<file path="config.mk">
export PLATFORM = sky130hd
export DESIGN_NAME = scancode_set1_key_tracker_core
export DESIGN_NICKNAME = d
export VERILOG_FILES = /design/src/hw/rtl/sskt_pkg.sv /design/src/hw/rtl/scancode_set1_key_tracker_core.sv /design/src/hw/rtl/sskt_in_stage.sv /design/src/hw/rtl/sskt_tracker.sv /design/src/hw/rtl/sskt_out_stage.sv
export SDC_FILE = /design/constraint.sdc
export NUM_CORES = 1
export LEC_CHECK = 0
export ABC_AREA = 1
export BUFFER_PORTS_ARGS = -buffer_cell sky130_fd_sc_hd__buf_4
export CAP_MARGIN = 20
export CORE_MARGIN = 4
export CORE_UTILIZATION = 50
export CTS_CLUSTER_DIAMETER = 120
export DETAILED_ROUTE_END_ITERATION = 8
export PLACE_DENSITY = 0.84
export SKIP_LAST_GASP = 1
export SLEW_MARGIN = 10
export SYNTH_ARGS = -nofsm -noshare
export SYNTH_HDL_FRONTEND = slang
export SYNTH_SLANG_ARGS = --single-unit
</file>
<file path="constraint.sdc">
create_clock -name clk -period 1.8 [get_ports clk]
set_input_delay 0.18 -clock clk [delete_from_list [all_inputs] [get_ports clk]]
set_output_delay 0.18 -clock clk [all_outputs]
set_load 0.05 [all_outputs]
</file>
<file path="src/hw/rtl/sskt_pkg.sv">
// Shared types and constants for the set-1 scancode key tracker.
package sskt_pkg;

    localparam int KEY_COUNT = 128;
    localparam int KEY_W     = $clog2(KEY_COUNT);
    localparam int MOD_W     = 4;
    localparam int LOCK_W    = 3;

    localparam logic [7:0] BYTE_ACK       = 8'hFA;
    localparam logic [7:0] BYTE_RESEND    = 8'hFE;
    localparam logic [7:0] BYTE_KBD_RESET = 8'd170;

    localparam logic [KEY_W-1:0] SC_CONTROL = KEY_W'(8'h1D);
    localparam logic [KEY_W-1:0] SC_LSHIFT  = KEY_W'(8'h2A);
    localparam logic [KEY_W-1:0] SC_RSHIFT  = KEY_W'(8'h36);
    localparam logic [KEY_W-1:0] SC_ALT     = KEY_W'(8'h38);
    localparam logic [KEY_W-1:0] SC_CAPS    = KEY_W'(8'h3A);
    localparam logic [KEY_W-1:0] SC_NUM     = KEY_W'(8'h45);
    localparam logic [KEY_W-1:0] SC_SCROLL  = KEY_W'(8'h46);
    localparam logic [KEY_W-1:0] SC_NUMDEL  = KEY_W'(8'h53);

    localparam int MOD_LSHIFT = 0;
    localparam int MOD_RSHIFT = 1;
    localparam int MOD_ALT    = 2;
    localparam int MOD_CTRL   = 3;

    localparam int LOCK_SCROLL = 0;
    localparam int LOCK_NUM    = 1;
    localparam int LOCK_CAPS   = 2;

    typedef enum logic [1:0] {
        KIND_KEY    = 2'd0,
        KIND_ACK    = 2'd1,
        KIND_RESEND = 2'd2
    } kind_t;

    typedef enum logic [1:0] {
        MAP_PLAIN = 2'd0,
        MAP_SHIFT = 2'd1,
        MAP_ALTGR = 2'd2
    } map_t;

    typedef struct packed {
        logic       mode;
        logic [7:0] rx_byte;
    } item_t;

    typedef struct packed {
        kind_t              kind;
        logic [KEY_W-1:0]   key_code;
        logic               released;
        logic               wants_translation;
        map_t               map_select;
        logic [MOD_W-1:0]   mods;
        logic [LOCK_W-1:0]  leds;
        logic               led_update;
        logic               reboot_request;
    } result_t;

endpackage

</file>
<file path="src/hw/rtl/scancode_set1_key_tracker_core.sv">
// Top level of the set-1 scancode key tracker: input register, tracker, result register.
// A byte beat is captured in the input register and its result is loaded into the result register.
// Throughput: one beat per cycle unless a result stall holds it; state updates on advance.
// A stalled result holds the input register, so at most one more input beat is captured
// before in_ready drops; a command beat still passes since it needs no result slot.
// Reset: asynchronous active-low rst_n clears the pressed map, modifiers, locks and reply arm.
module scancode_set1_key_tracker_core (
    input  logic       clk,
    input  logic       rst_n,
    input  logic       in_valid,
    output logic       in_ready,
    input  logic       mode,
    input  logic [7:0] rx_byte,
    output logic       out_valid,
    input  logic       out_ready,
    output logic [1:0] kind,
    output logic [6:0] key_code,
    output logic       released,
    output logic       wants_translation,
    output logic [1:0] map_select,
    output logic       lshift_down,
    output logic       rshift_down,
    output logic       alt_down,
    output logic       control_down,
    output logic [2:0] led_bits,
    output logic       led_update,
    output logic       reboot_request
);
    import sskt_pkg::*;

    item_t   in_item;
    item_t   item;
    logic    item_valid;
    logic    advance;
    logic    has_result;
    logic    out_free;
    result_t result;
    result_t out_result;

    assign in_item.mode    = mode;
    assign in_item.rx_byte = rx_byte;

    // advance: a command beat needs no slot, a byte beat needs a free result register
    assign advance = item_valid && (item.mode || out_free);

    sskt_in_stage u_in (
        .clk        (clk),
        .rst_n      (rst_n),
        .in_valid   (in_valid),
        .in_ready   (in_ready),
        .in_item    (in_item),
        .advance    (advance),
        .item_valid (item_valid),
        .item       (item)
    );

    sskt_tracker u_trk (
        .clk        (clk),
        .rst_n      (rst_n),
        .advance    (advance),
        .item       (item),
        .has_result (has_result),
        .result     (result)
    );

    sskt_out_stage u_out (
        .clk        (clk),
        .rst_n      (rst_n),
        .load       (advance && has_result),
        .result     (result),
        .out_free   (out_free),
        .out_valid  (out_valid),
        .out_ready  (out_ready),
        .out_result (out_result)
    );

    assign kind              = out_result.kind;
    assign key_code          = out_result.key_code;
    assign released          = out_result.released;
    assign wants_translation = out_result.wants_translation;
    assign map_select        = out_result.map_select;
    assign lshift_down       = out_result.mods[MOD_LSHIFT];
    assign rshift_down       = out_result.mods[MOD_RSHIFT];
    assign alt_down          = out_result.mods[MOD_ALT];
    assign control_down      = out_result.mods[MOD_CTRL];
    assign led_bits          = out_result.leds;
    assign led_update        = out_result.led_update;
    assign reboot_request    = out_result.reboot_request;

    a_reply_clean: assert property (@(posedge clk) disable iff (!rst_n)
        out_valid && kind != KIND_KEY |->
            key_code == '0 && !released && !wants_translation && map_select == MAP_PLAIN)
        else $error("reply beat carries key fields");

    a_map_needs_xlat: assert property (@(posedge clk) disable iff (!rst_n)
        out_valid && !wants_translation |-> map_select == MAP_PLAIN)
        else $error("map selected without translation");

    a_reboot_mods: assert property (@(posedge clk) disable iff (!rst_n)
        out_valid && reboot_request |-> alt_down && control_down && !released)
        else $error("reboot without alt and control");

    a_alt_release: assert property (@(posedge clk) disable iff (!rst_n)
        out_valid && kind == KIND_KEY && released && key_code == SC_ALT |-> !alt_down)
        else $error("alt still held after its release");
endmodule

</file>
<file path="src/hw/rtl/sskt_in_stage.sv">
// Input register holding one accepted beat until the tracker consumes it.
module sskt_in_stage (
    input  logic            clk,
    input  logic            rst_n,
    input  logic            in_valid,
    output logic            in_ready,
    input  sskt_pkg::item_t in_item,
    input  logic            advance,
    output logic            item_valid,
    output sskt_pkg::item_t item
);
    import sskt_pkg::*;

    logic  valid_reg;
    logic  valid_next;
    item_t item_reg;

    assign in_ready   = !valid_reg || advance;
    assign valid_next = in_ready ? in_valid : valid_reg;

    always_ff @(posedge clk or negedge rst_n)
    begin
        if (!rst_n)
        begin
            valid_reg <= 1'b0;
        end
        else
        begin
            valid_reg <= valid_next;
        end
    end

    always_ff @(posedge clk)
    begin
        if (in_ready && in_valid)
        begin
            item_reg <= in_item;
        end
    end

    assign item_valid = valid_reg;
    assign item       = item_reg;
endmodule

</file>
<file path="src/hw/rtl/sskt_tracker.sv">
// Key state (pressed map, modifiers, locks, reply arm) and per-beat result logic.
module sskt_tracker (
    input  logic              clk,
    input  logic              rst_n,
    input  logic              advance,
    input  sskt_pkg::item_t   item,
    output logic              has_result,
    output sskt_pkg::result_t result
);
    import sskt_pkg::*;

    logic [KEY_COUNT-1:0] pressed_reg;
    logic [KEY_COUNT-1:0] pressed_next;
    logic [MOD_W-1:0]     mods_reg;
    logic [MOD_W-1:0]     mods_next;
    logic [LOCK_W-1:0]    locks_reg;
    logic [LOCK_W-1:0]    locks_next;
    logic                 armed_reg;
    logic                 armed_next;

    logic [KEY_W-1:0]     key;
    logic                 rel;
    logic [MOD_W-1:0]     mbit;
    logic                 is_reply;

    assign key      = item.rx_byte[KEY_W-1:0];
    assign rel      = item.rx_byte[7];
    assign is_reply = armed_reg &&
                      (item.rx_byte == BYTE_ACK || item.rx_byte == BYTE_RESEND);

    always_comb
    begin
        mbit = '0;
        case (key)
            SC_LSHIFT:  mbit[MOD_LSHIFT] = 1'b1;
            SC_RSHIFT:  mbit[MOD_RSHIFT] = 1'b1;
            SC_ALT:     mbit[MOD_ALT]    = 1'b1;
            SC_CONTROL: mbit[MOD_CTRL]   = 1'b1;
            default:    mbit = '0;
        endcase
    end

    always_comb
    begin
        pressed_next = pressed_reg;
        mods_next    = mods_reg;
        locks_next   = locks_reg;
        armed_next   = armed_reg;
        has_result   = 1'b0;
        result       = '0;
        result.kind  = KIND_KEY;
        result.map_select = MAP_PLAIN;

        if (item.mode)
        begin
            armed_next = 1'b1;
        end
        else if (is_reply)
        begin
            has_result  = 1'b1;
            armed_next  = 1'b0;
            result.kind = (item.rx_byte == BYTE_ACK) ? KIND_ACK : KIND_RESEND;
        end
        else
        begin
            has_result        = 1'b1;
            result.key_code   = key;
            result.released   = rel;
            result.led_update = (item.rx_byte == BYTE_KBD_RESET);
            pressed_next[key] = !rel;
            if (!rel)
            begin
                case (key)
                    SC_CAPS:
                    begin
                        locks_next[LOCK_CAPS] = !locks_reg[LOCK_CAPS];
                        result.led_update     = 1'b1;
                    end
                    SC_NUM:
                    begin
                        locks_next[LOCK_NUM] = !locks_reg[LOCK_NUM];
                        result.led_update    = 1'b1;
                    end
                    SC_SCROLL:
                    begin
                        locks_next[LOCK_SCROLL] = !locks_reg[LOCK_SCROLL];
                        result.led_update       = 1'b1;
                    end
                    SC_NUMDEL:
                    begin
                        result.reboot_request = mods_reg[MOD_ALT] && mods_reg[MOD_CTRL];
                    end
                    default:
                    begin
                        if (mbit != '0)
                        begin
                            mods_next = mods_reg | mbit;
                        end
                        else
                        begin
                            result.wants_translation = 1'b1;
                        end
                    end
                endcase
            end
            else
            begin
                if (mbit != '0)
                begin
                    mods_next = mods_reg & ~mbit;
                end
                else
                begin
                    result.wants_translation = 1'b1;
                end
            end

            if (result.wants_translation)
            begin
                if (mods_next[MOD_LSHIFT] || mods_next[MOD_RSHIFT] || locks_next[LOCK_CAPS])
                begin
                    result.map_select = MAP_SHIFT;
                end
                else if (pressed_next[SC_ALT])
                begin
                    result.map_select = MAP_ALTGR;
                end
                else
                begin
                    result.map_select = MAP_PLAIN;
                end
            end
        end

        result.mods = mods_next;
        result.leds = locks_next;
    end

    always_ff @(posedge clk or negedge rst_n)
    begin
        if (!rst_n)
        begin
            pressed_reg <= '0;
            mods_reg    <= '0;
            locks_reg   <= '0;
            armed_reg   <= 1'b0;
        end
        else if (advance)
        begin
            pressed_reg <= pressed_next;
            mods_reg    <= mods_next;
            locks_reg   <= locks_next;
            armed_reg   <= armed_next;
        end
    end
endmodule

</file>
<file path="src/hw/rtl/sskt_out_stage.sv">
// Result register driving the output beat.
module sskt_out_stage (
    input  logic              clk,
    input  logic              rst_n,
    input  logic              load,
    input  sskt_pkg::result_t result,
    output logic              out_free,
    output logic              out_valid,
    input  logic              out_ready,
    output sskt_pkg::result_t out_result
);
    import sskt_pkg::*;

    logic    valid_reg;
    logic    valid_next;
    result_t result_reg;

    assign out_free   = !valid_reg || out_ready;
    assign valid_next = load || (valid_reg && !out_ready);

    always_ff @(posedge clk or negedge rst_n)
    begin
        if (!rst_n)
        begin
            valid_reg <= 1'b0;
        end
        else
        begin
            valid_reg <= valid_next;
        end
    end

    always_ff @(posedge clk)
    begin
        if (load)
        begin
            result_reg <= result;
        end
    end

    assign out_valid  = valid_reg;
    assign out_result = result_reg;
endmodule
</file>
==> results of run 1 <==
==> critical path, stage by stage, from the launching register on <==
cell and delay [ns]:
edfxtp_1 0.47, inv_1 0.15, nand2_1 0.10, nor2_2 0.18, nand3_1 0.11, nand2_1 0.15, nand2_1 0.07, nor2_1 0.10
nor2_1 0.05
==> area by class of cell <==
cell class | instances | area, um2
fillers | 326 | 1344
flip-flops and latches | 42 | 1206
multi-input cells | 133 | 613.1
repair buffers | 40 | 302.8
inverters | 29 | 108.9
clock buffers | 6 | 72.57
well taps | 48 | 60.06
clock inverters | 2 | 8.758
==> synth_stat cells <==
master	number	share of area, %
buf_4	1	0.39
o21ai_1	5	1.3
xnor2_2	2	1.7
o21ai_0	5	1.3
nor2_2	8	2.6
o21bai_1	1	0.39
dfrtp_1	11	14
nand2_1	56	11
inv_1	20	3.9
nand3_2	1	0.52
edfxtp_1	31	48
o22ai_1	1	0.32
nor3_1	3	0.77
inv_2	9	1.7
nor2_4	1	0.58
buf_2	1	0.26
nand4_1	3	0.97
nor2_1	30	5.8
nand3_1	14	3.6
nand2_2	3	0.97
==> cells by family (layout without fill, tap and decap cells) <==
group,count (synthesis),after routing,share of synthesized area [%]
AO/OA/AOI/OAI,12,12,3.288
XOR/XNOR,2,2,1.676
buffers and inverters,31,77,6.254
flip-flops,42,42,62.15
AND/OR/NAND/NOR,119,119,26.63
==> layer usage <==
metal  global-route usage [%]  vias to the layer above  wire length, um
met4                    7.660                        0               74
met1                    18.15                      666             1495
met2                    24.95                       49             1687
li1                         -                      751                -
met3                    3.309                        8              233
met5                        0                        -                0
==> worst min path at each step <==
stage               slack [ns]       start  cells past startpoint                 to
floorplan                -0.12       rst_n                      0    u_in.item_valid
global placement          0.02       rst_n                      1  u_trk.mods_reg[1]
detailed placement        0.02       rst_n                      1  u_trk.mods_reg[1]
CTS                       0.05  rx_byte[5]                      1       u_in.item[5]
global route              0.05  rx_byte[3]                      1       u_in.item[3]
finish                    0.06  rx_byte[6]                      1       u_in.item[6]
==> per-stage QoR <==
stage | setup WS, ns | instances | instance area [um2] | hold WS (ns) | util [%]
6_report | 0.1922 | 300 | 2372 | 0.05615 | 63.84
3_5_place_dp | 0.1960 | 291 | 2281 | 0.02179 | 61.38
5_1_grt | 0.07570 | 300 | 2372 | 0.04672 | 63.84
2_1_floorplan | 0.1519 | 206 | 1941 | -0.1156 | -
4_1_cts | 0.1872 | 300 | 2372 | 0.04793 | 63.84
3_3_place_gp | 0.2379 | 291 | 2281 | 0.02157 | 61.38
==> report_power, final <==
| group | internal [mW] | switching, mW | total [mW] |
|---|---|---|---|
| registers | 1.15 | 0.0553 | 1.20 |
| logic | 0.141 | 0.295 | 0.436 |
| clock network | 0.266 | 0.300 | 0.567 |
| total | 1.55 | 0.651 | 2.20 |
==> impl_metrics.env, run 1 <==
export IMPL_period_share_pct=89.32
export IMPL_tightestPinTransition_ns=0.6295
export IMPL_start_util_pct=52.22
export IMPL_cts_root_buf="clkbuf_8"
export IMPL_io_pins=37
export IMPL_cts_setup_buffers=0
export IMPL_die_w_um=70.30
export IMPL_dr_pass1_iters=4
export IMPL_num_vias=1474
export IMPL_grt_antenna_before_repair=0
export IMPL_ys_types=20
export IMPL_r2r_end="u_out.out_result[9]"
export IMPL_syn_num_nets=219
export IMPL_grt_pass1_vias=1348
export IMPL_fp_dieH_um=70.30
export IMPL_hold_class="primary input to register"
export IMPL_clk_path_buf_depth=2
export IMPL_drive_gt1_share_pct=27.38
export IMPL_dp_hpwl_mm=2.736
export IMPL_end_kind="register"
export IMPL_clock_fmax_mhz=622.0
export IMPL_clock_skew_ns=0.005097
export IMPL_n_antenna_cell=0
export IMPL_cts_tree="built"
export IMPL_layout_common_cells="nand2_1 (56), buf_4 (39), edfxtp_1 (31)"
export IMPL_core_area_um2=3716
export IMPL_setup_tns_ns=0
export IMPL_ant_nets=0
export IMPL_drtIter0Drc=92
export IMPL_largest_reg_flops=22
export IMPL_nets=264
export IMPL_p_total_mw=2.204
export IMPL_avgRoutedWirePerCell_um=11.64
export IMPL_drc_errors=0
export IMPL_setup_violations_final=0
export IMPL_netlist_area_um2=1941
export IMPL_endpoint="u_out.out_result[9]"
export IMPL_reg2reg_depth=8
export IMPL_grt_pass1_wl_mm=5.837
export IMPL_synth_seq_area_share_pct=62.15
export IMPL_crit_start="u_in.item[0]"
export IMPL_clock_sinks=42
export IMPL_die_area_um2=4942
export IMPL_grt_use_total_pct=15.00
export IMPL_ys_ff_latch=42
export IMPL_avgSynthCellArea_um2=9.420
export IMPL_layout_commonest_cell="nand2_1"
export IMPL_postCtsHoldBufs=1
export IMPL_clk_pin_slew_ns=0.08
export IMPL_numCtsBuffers=5
export IMPL_drv_slew=0
export IMPL_cts_htree_levels=2
export IMPL_drt_wl_total_mm=3.491
export IMPL_std_cell_rows=22
export IMPL_grt_start_max_net_pins=24
export IMPL_r2r_setup_slack_ns=0.19
export IMPL_cts_resized=0
export IMPL_min_period_ns=1.608
export IMPL_cp_required_ns=1.86
export IMPL_vias_per_cell=4.913
export IMPL_status="finished clean"
export IMPL_slew_headroom_pct=57.88
export IMPL_cap_violations=0
export IMPL_ys_warn_count=0
export IMPL_power_leakage_nw=1.078
export IMPL_synthCells=206
export IMPL_path_class="register to register"
export IMPL_power_density_nw_per_um2=929.0
export IMPL_area_growth_syn_to_layout_pct=22.24
export IMPL_worstPathMaxFanout=4
export IMPL_worstReg2RegStart="u_in.item[0]"
export IMPL_startpoint_type="register"
export IMPL_finalWeightedCongestion=0.8765
export IMPL_io_buffers=36
export IMPL_rsz0062_at_grt="false"
export IMPL_clk_latency_ns=0.29
export IMPL_ir_worst_vdd_mv=0.6490
export IMPL_grt_ovfl_total=0
export IMPL_hold_viol_final=0
export IMPL_worstPathArrival_ns=1.67
(Power assumes the default switching activity.)
==> run 2: changes to the inputs <==
--- a/config.mk
+++ b/config.mk
@@ -11,5 +11,5 @@
 export CORE_MARGIN = 4
 export CORE_UTILIZATION = 50
-export CTS_CLUSTER_DIAMETER = 120
+export CTS_CLUSTER_DIAMETER = 50
 export DETAILED_ROUTE_END_ITERATION = 8
 export PLACE_DENSITY = 0.84
@@ -18,3 +18,4 @@
 export SYNTH_ARGS = -nofsm -noshare
 export SYNTH_HDL_FRONTEND = slang
+export SYNTH_HIERARCHICAL = 1
 export SYNTH_SLANG_ARGS = --single-unit
==> constraint.sdc (replaced) <==
create_clock -name clk -period 1.8 [get_ports clk]
set_input_delay 0.36 -clock clk [delete_from_list [all_inputs] [get_ports clk]]
set_output_delay 0.36 -clock clk [all_outputs]
set_load 0.05 [all_outputs]
==> impl_metrics.env, run 2 <==
export IMPL_status="finished clean"
export IMPL_clock_fmax_mhz=604.1
export IMPL_end_kind="output pin"
export IMPL_hold_class="primary input to register"
export IMPL_grtUsageMet2_pct=21.11
export IMPL_final_core_util_pct=65.52
export IMPL_layout_common_cells="nand2_1 (58), buf_4 (40), nor2_1 (39)"
export IMPL_layout_setup_ws_ns=0.1447
export IMPL_synth_most_common_cell="nand2_1"
export IMPL_tightestPinTransition_ns=0.4513
export IMPL_drive_gt1_share_pct=25.57
export IMPL_ant_nets=0
export IMPL_async_flop_share_pct=26.19
export IMPL_grt_pass1_vias=1367
export IMPL_fp_dieH_um=70.68
export IMPL_area_growth_syn_to_layout_pct=23.95
export IMPL_netlist_area_um2=1964
export IMPL_cts_root_buf="clkbuf_8"
export IMPL_power_leakage_nw=1.092
export IMPL_p_total_mw=2.505
export IMPL_path_class="register to output pin"
export IMPL_slew_headroom_pct=69.91
export IMPL_hold_viol_final=0
export IMPL_clk_path_buf_depth=2
export IMPL_die_area_um2=4996
export IMPL_power_density_nw_per_um2=1029
export IMPL_setup_violations_final=0
export IMPL_worstPathArrival_ns=1.30
export IMPL_synth_area_leader_cell="edfxtp_1"
export IMPL_die_w_um=70.68
export IMPL_syn_num_nets=227
export IMPL_ys_ff_latch=42
export IMPL_synth_top_area_share_pct=47.39
export IMPL_clk_pin_slew_ns=0.07
export IMPL_std_cell_rows=22
export IMPL_cts_tree="built"
export IMPL_pre_cts_slack_ns=0.2352
export IMPL_vias_per_cell=4.942
export IMPL_period_share_pct=91.96
export IMPL_avgSynthCellArea_um2=9.179
export IMPL_dr_pass1_iters=4
export IMPL_switching_share_pct=32.80
export IMPL_dp_hpwl_mm=2.816
export IMPL_ys_types=19
export IMPL_cap_violations=0
export IMPL_cts_htree_levels=2
export IMPL_min_period_ns=1.655
export IMPL_rsz0062_at_grt="false"
export IMPL_grt_ovfl_total=0
export IMPL_ys_warn_count=6
export IMPL_grt_antenna_before_repair=0
export IMPL_clock_skew_ns=0.005207
export IMPL_layout_commonest_cell="nand2_1"
export IMPL_grt_busiest_layer="met1"
export IMPL_n_antenna_cell=0
export IMPL_synth_seq_area_share_pct=61.40
export IMPL_p_comb_share_pct=26.1
export IMPL_synthCells=214
export IMPL_grt_start_max_net_pins=19
export IMPL_setup_tns_ns=0
export IMPL_clock_sinks=42
export IMPL_grt_pass1_wl_mm=6.230
export IMPL_synthTopCellsByArea="edfxtp_1 (47%), dfrtp_1 (14%), nand2_1 (11%)"
export IMPL_p_switching_uw=821.6
export IMPL_startpoint_type="register"
export IMPL_start_util_pct=52.86
export IMPL_finalWeightedCongestion=0.8946
export IMPL_drt_wl_total_mm=3.742
export IMPL_yosys_most_used_dff="edfxtp_1"
export IMPL_cts_setup_buffers=0
export IMPL_met3_usage_pct=4.972
export IMPL_avgRoutedWirePerCell_um=12.07
export IMPL_grt_use_total_pct=16.05
export IMPL_synth_edf_count=31
export IMPL_use_met1_pct=22.33
export IMPL_io_buffers=36
export IMPL_clk_latency_ns=0.30
export IMPL_drv_slew=0
export IMPL_pwr_share_seq_pct=51.1
export IMPL_ir_worst_vdd_mv=0.5673
export IMPL_drc_errors=0
export IMPL_synth_commonest_cells="nand2_1 (58), nor2_1 (39), edfxtp_1 (31)"
export IMPL_largest_reg_flops=22
export IMPL_drtIter0Drc=66
export IMPL_worstPathMaxFanout=2
export IMPL_core_area_um2=3716
export IMPL_fill_cells=320
export IMPL_io_pins=37
export IMPL_num_vias=1532
export IMPL_cp_required_ns=1.44
export IMPL_intPower_mw=1.683
export IMPL_nets=274
export IMPL_numCtsBuffers=5
export IMPL_clockPowerShare_pct=22.8
-- run 2: cell types whose count changed after synthesis, sizes merged, moves of 2 or more --
cell	change
inv	-3
nand2	+5
nor2	+5
nor3	+2
-- run 2: stage by stage --
stage | area, um2 | hold WS, ns | instances
2_1_floorplan | 1974 | 0.06441 | 214
3_3_place_gp | 2345 | 0.2041 | 301
3_5_place_dp | 2345 | 0.2048 | 301
4_1_cts | 2435 | 0.2328 | 310
5_1_grt | 2435 | 0.2243 | 310
6_report | 2435 | 0.2391 | 310
-- run 2: cell type report --
cell class	instances	area (um2)	share of cell area (%)
Inverter	26	97.59	4.008
Clock buffer	8	80.08	3.289
Sequential cell	42	1206	49.54
Multi-Input combinational cell	144	660.6	27.13
Timing Repair Buffer	42	330.3	13.57
Tap cell	48	60.06	2.467
-- run 2: kinds of logic (layout without fill, tap and decap cells) --
group | Yosys count | after routing | synth area share [%]
simple gates | 131 | 131 | 28.60
flops | 42 | 42 | 61.40
buf+inv | 28 | 76 | 5.478
compound gates | 11 | 11 | 2.866
xor+xnor | 2 | 2 | 1.656
-- run 2: power groups by stage --
stage | sequential, mW | combinational, mW | clock (mW)
2_1_floorplan | 1.48 | 0.277 | 0
3_3_place_gp | 1.30 | 0.646 | 0
3_5_place_dp | 1.30 | 0.654 | 0
4_1_cts | 1.28 | 0.658 | 0.583
5_1_grt | 1.30 | 0.709 | 0.630
6_report | 1.28 | 0.654 | 0.571
-- run 2: final timing paths --
| path | startpoint | cells after the start | to | slack, ns |
|---|---|---|---|---|
| min | rx_byte[7] | 1 | u_in/item[7] | 0.24 |
| min reg2reg | u_trk/pressed_reg[56] | 2 | u_trk/pressed_reg[56] | 0.51 |
| min in group asynchronous | rst_n | 2 | u_trk/mods_reg[1] | 0.44 |
| max | u_out/out_valid | 6 | in_ready | 0.14 |
| max reg2reg | u_in/item[2] | 8 | u_out/out_result[9] | 0.21 |
| max in group asynchronous | rst_n | 2 | u_trk/armed_reg | 1.21 |
-- run 2: worst max-delay path, cell delays in order (launching register included) --
cell and delay [ns]:
dfrtp_1 0.39, nand2_2 0.09, nor2_1 0.06, nor2_1 0.11, inv_1 0.08, nand2_1 0.08, buf_4 0.20
-- run 2: repair_timing --
item                      CTS  global route
hold endpoints to repair   11             0
gates resized for setup     0             0
hold buffers                1             0
-- run 2: per-layer routing --
| layer | share of wire [%] | up-vias |
|---|---|---|
| met5 | 0 | - |
| met4 | 4.0 | 0 |
| met3 | 7.7 | 14 |
| met2 | 43 | 66 |
| met1 | 45 | 668 |
| li1 | - | 784 |
==> run 3: changes to the inputs <==
Settings changed: PLACE_DENSITY 0.84 to 0.74.
Clock period 1.8 ns to 2.1 ns, I/O delays scaled along.
==> impl_metrics.env, run 3 (same netlist as run 2, synthesis figures left out) <==
export IMPL_ant_nets=0
export IMPL_clock_fmax_mhz=540.0
export IMPL_io_buffers=36
export IMPL_grt_ovfl_total=0
export IMPL_vias_per_cell=4.871
export IMPL_cts_setup_buffers=0
export IMPL_cts_resized=0
export IMPL_route_met2_wl_mm=1.744
export IMPL_end_kind="output pin"
export IMPL_cp_required_ns=1.68
export IMPL_grt_start_max_net_pins=22
export IMPL_grt_antenna_before_repair=0
export IMPL_setup_violations_final=0
export IMPL_rsz0062_at_grt="false"
export IMPL_grt_pass1_wl_mm=6.354
export IMPL_layout_common_cells="nand2_1 (58), nor2_1 (39), buf_4 (39)"
export IMPL_pre_cts_slack_ns=0.4917
export IMPL_clk_path_buf_depth=2
export IMPL_dp_hpwl_mm=2.840
export IMPL_fin_area_um2=2429
export IMPL_fp_dieH_um=70.68
export IMPL_io_pins=37
export IMPL_min_period_ns=1.852
export IMPL_n_antenna_cell=0
export IMPL_cts_root_buf="clkbuf_8"
export IMPL_power_density_nw_per_um2=891.5
export IMPL_worstPathArrival_ns=1.43
export IMPL_drt_wl_total_mm=3.678
export IMPL_start_util_pct=52.86
export IMPL_period_share_pct=88.19
export IMPL_clk_pin_slew_ns=0.07
export IMPL_grt_use_total_pct=16.41
export IMPL_drv_slew=0
export IMPL_slew_headroom_pct=72.52
export IMPL_die_w_um=70.68
export IMPL_drtIter0Drc=62
export IMPL_dr_pass1_iters=4
export IMPL_placed_cell_area_um2=2327
export IMPL_ir_worst_vdd_mv=0.4664
export IMPL_core_area_um2=3716
export IMPL_worstPathMaxFanout=9
export IMPL_status="finished clean"
export IMPL_routed_wl_met3_um=281
export IMPL_hold_viol_final=0
export IMPL_num_vias=1505
export IMPL_cts_tree="built"
export IMPL_postCtsHoldBufs=1
export IMPL_layout_setup_ws_ns=0.2481
export IMPL_hold_class="primary input to register"
export IMPL_avgRoutedWirePerCell_um=11.90
export IMPL_std_cell_rows=22
export IMPL_cts_htree_levels=2
export IMPL_cap_violations=0
export IMPL_finalWeightedCongestion=0.8540
export IMPL_clock_sinks=42
export IMPL_clk_latency_ns=0.29
export IMPL_grt_pass1_vias=1413
export IMPL_fin_hold_ws_ns=0.3044
export IMPL_highest_layer="met4"
export IMPL_crit_chain="buf_4 > nor2_1 > nor2_1 > inv_1 > nand2_1 > buf_4"
export IMPL_nets=273
export IMPL_largest_reg_flops=22
export IMPL_power_leakage_nw=1.093
export IMPL_layout_commonest_cell="nand2_1"
export IMPL_p_total_mw=2.165
export IMPL_startpoint_type="register"
export IMPL_die_area_um2=4996
export IMPL_crit_path_top_delay_cell="edfxtp_1"
export IMPL_path_class="register to output pin"
export IMPL_drt_met1_wl_mm=1.573
export IMPL_drc_errors=0
export IMPL_clock_skew_ns=0.006547
export IMPL_numCtsBuffers=5
export IMPL_drive_gt1_share_pct=25.67
export IMPL_setup_tns_ns=0
export IMPL_critPathMaxStageDelay_ns=0.40
export IMPL_area_growth_syn_to_layout_pct=23.63
export IMPL_tightestPinTransition_ns=0.4100
[run 3: cell count changes in the layout (fill, tap and decap cells not counted), sizes merged]
| cell | change |
|---|---|
| clkinv | +1 |
| clkbuf | -1 |
| buf | -1 |
[run 3: cell type report]
cell class	count	area (um2)
sequential	42	1206
clock inverter	1	5.005
timing repair buffer	41	322.8
fill	351	1287
multi-input combinational	144	650.6
inverter	26	97.59
clock buffer	7	86.33
tap	48	60.06
[run 3: layer usage]
layer  track usage (%)  vias to the layer above
li1                  -                      781
met1             21.11                      657
met2             26.26                       59
met3             4.403                        8
met4             6.889                        0
met5                 0                        -
[run 3: critical path, delay by kind of cell (launching register included)]
kind,cells,cell delay [ns]
buffers and inverters,3,0.45
DFF,1,0.40
and+or+nand+nor,3,0.29
[run 3: where the power goes]
part / switching, mW / internal (mW)
sequential: 0.0722 / 1.03
clock: 0.250 / 0.265
combinational: 0.374 / 0.179
total: 0.697 / 1.47
[run 3: path summary, 6_finish.rpt]
path	start	to	slack, ns	cells after the start
max in group asynchronous	rst_n	u_trk/armed_reg	1.46	2
min in group asynchronous	rst_n	u_trk/pressed_reg[56]	0.49	2
worst max register to register	u_in/item[0]	u_out/out_result[9]	0.50	8
worst max-delay path	u_in/item[8]	in_ready	0.25	6
worst min-delay path	mode	u_in/item[8]	0.30	1
worst min register to register	u_trk/pressed_reg[56]	u_trk/pressed_reg[56]	0.49	2
[run 3: through the flow]
stage / util, % / std cells
after floorplan: - / 214
after detailed placement: 62.63 / 300
after global routing: 65.35 / 309
after global placement: 62.63 / 300
after CTS: 65.35 / 309
final: 65.35 / 309
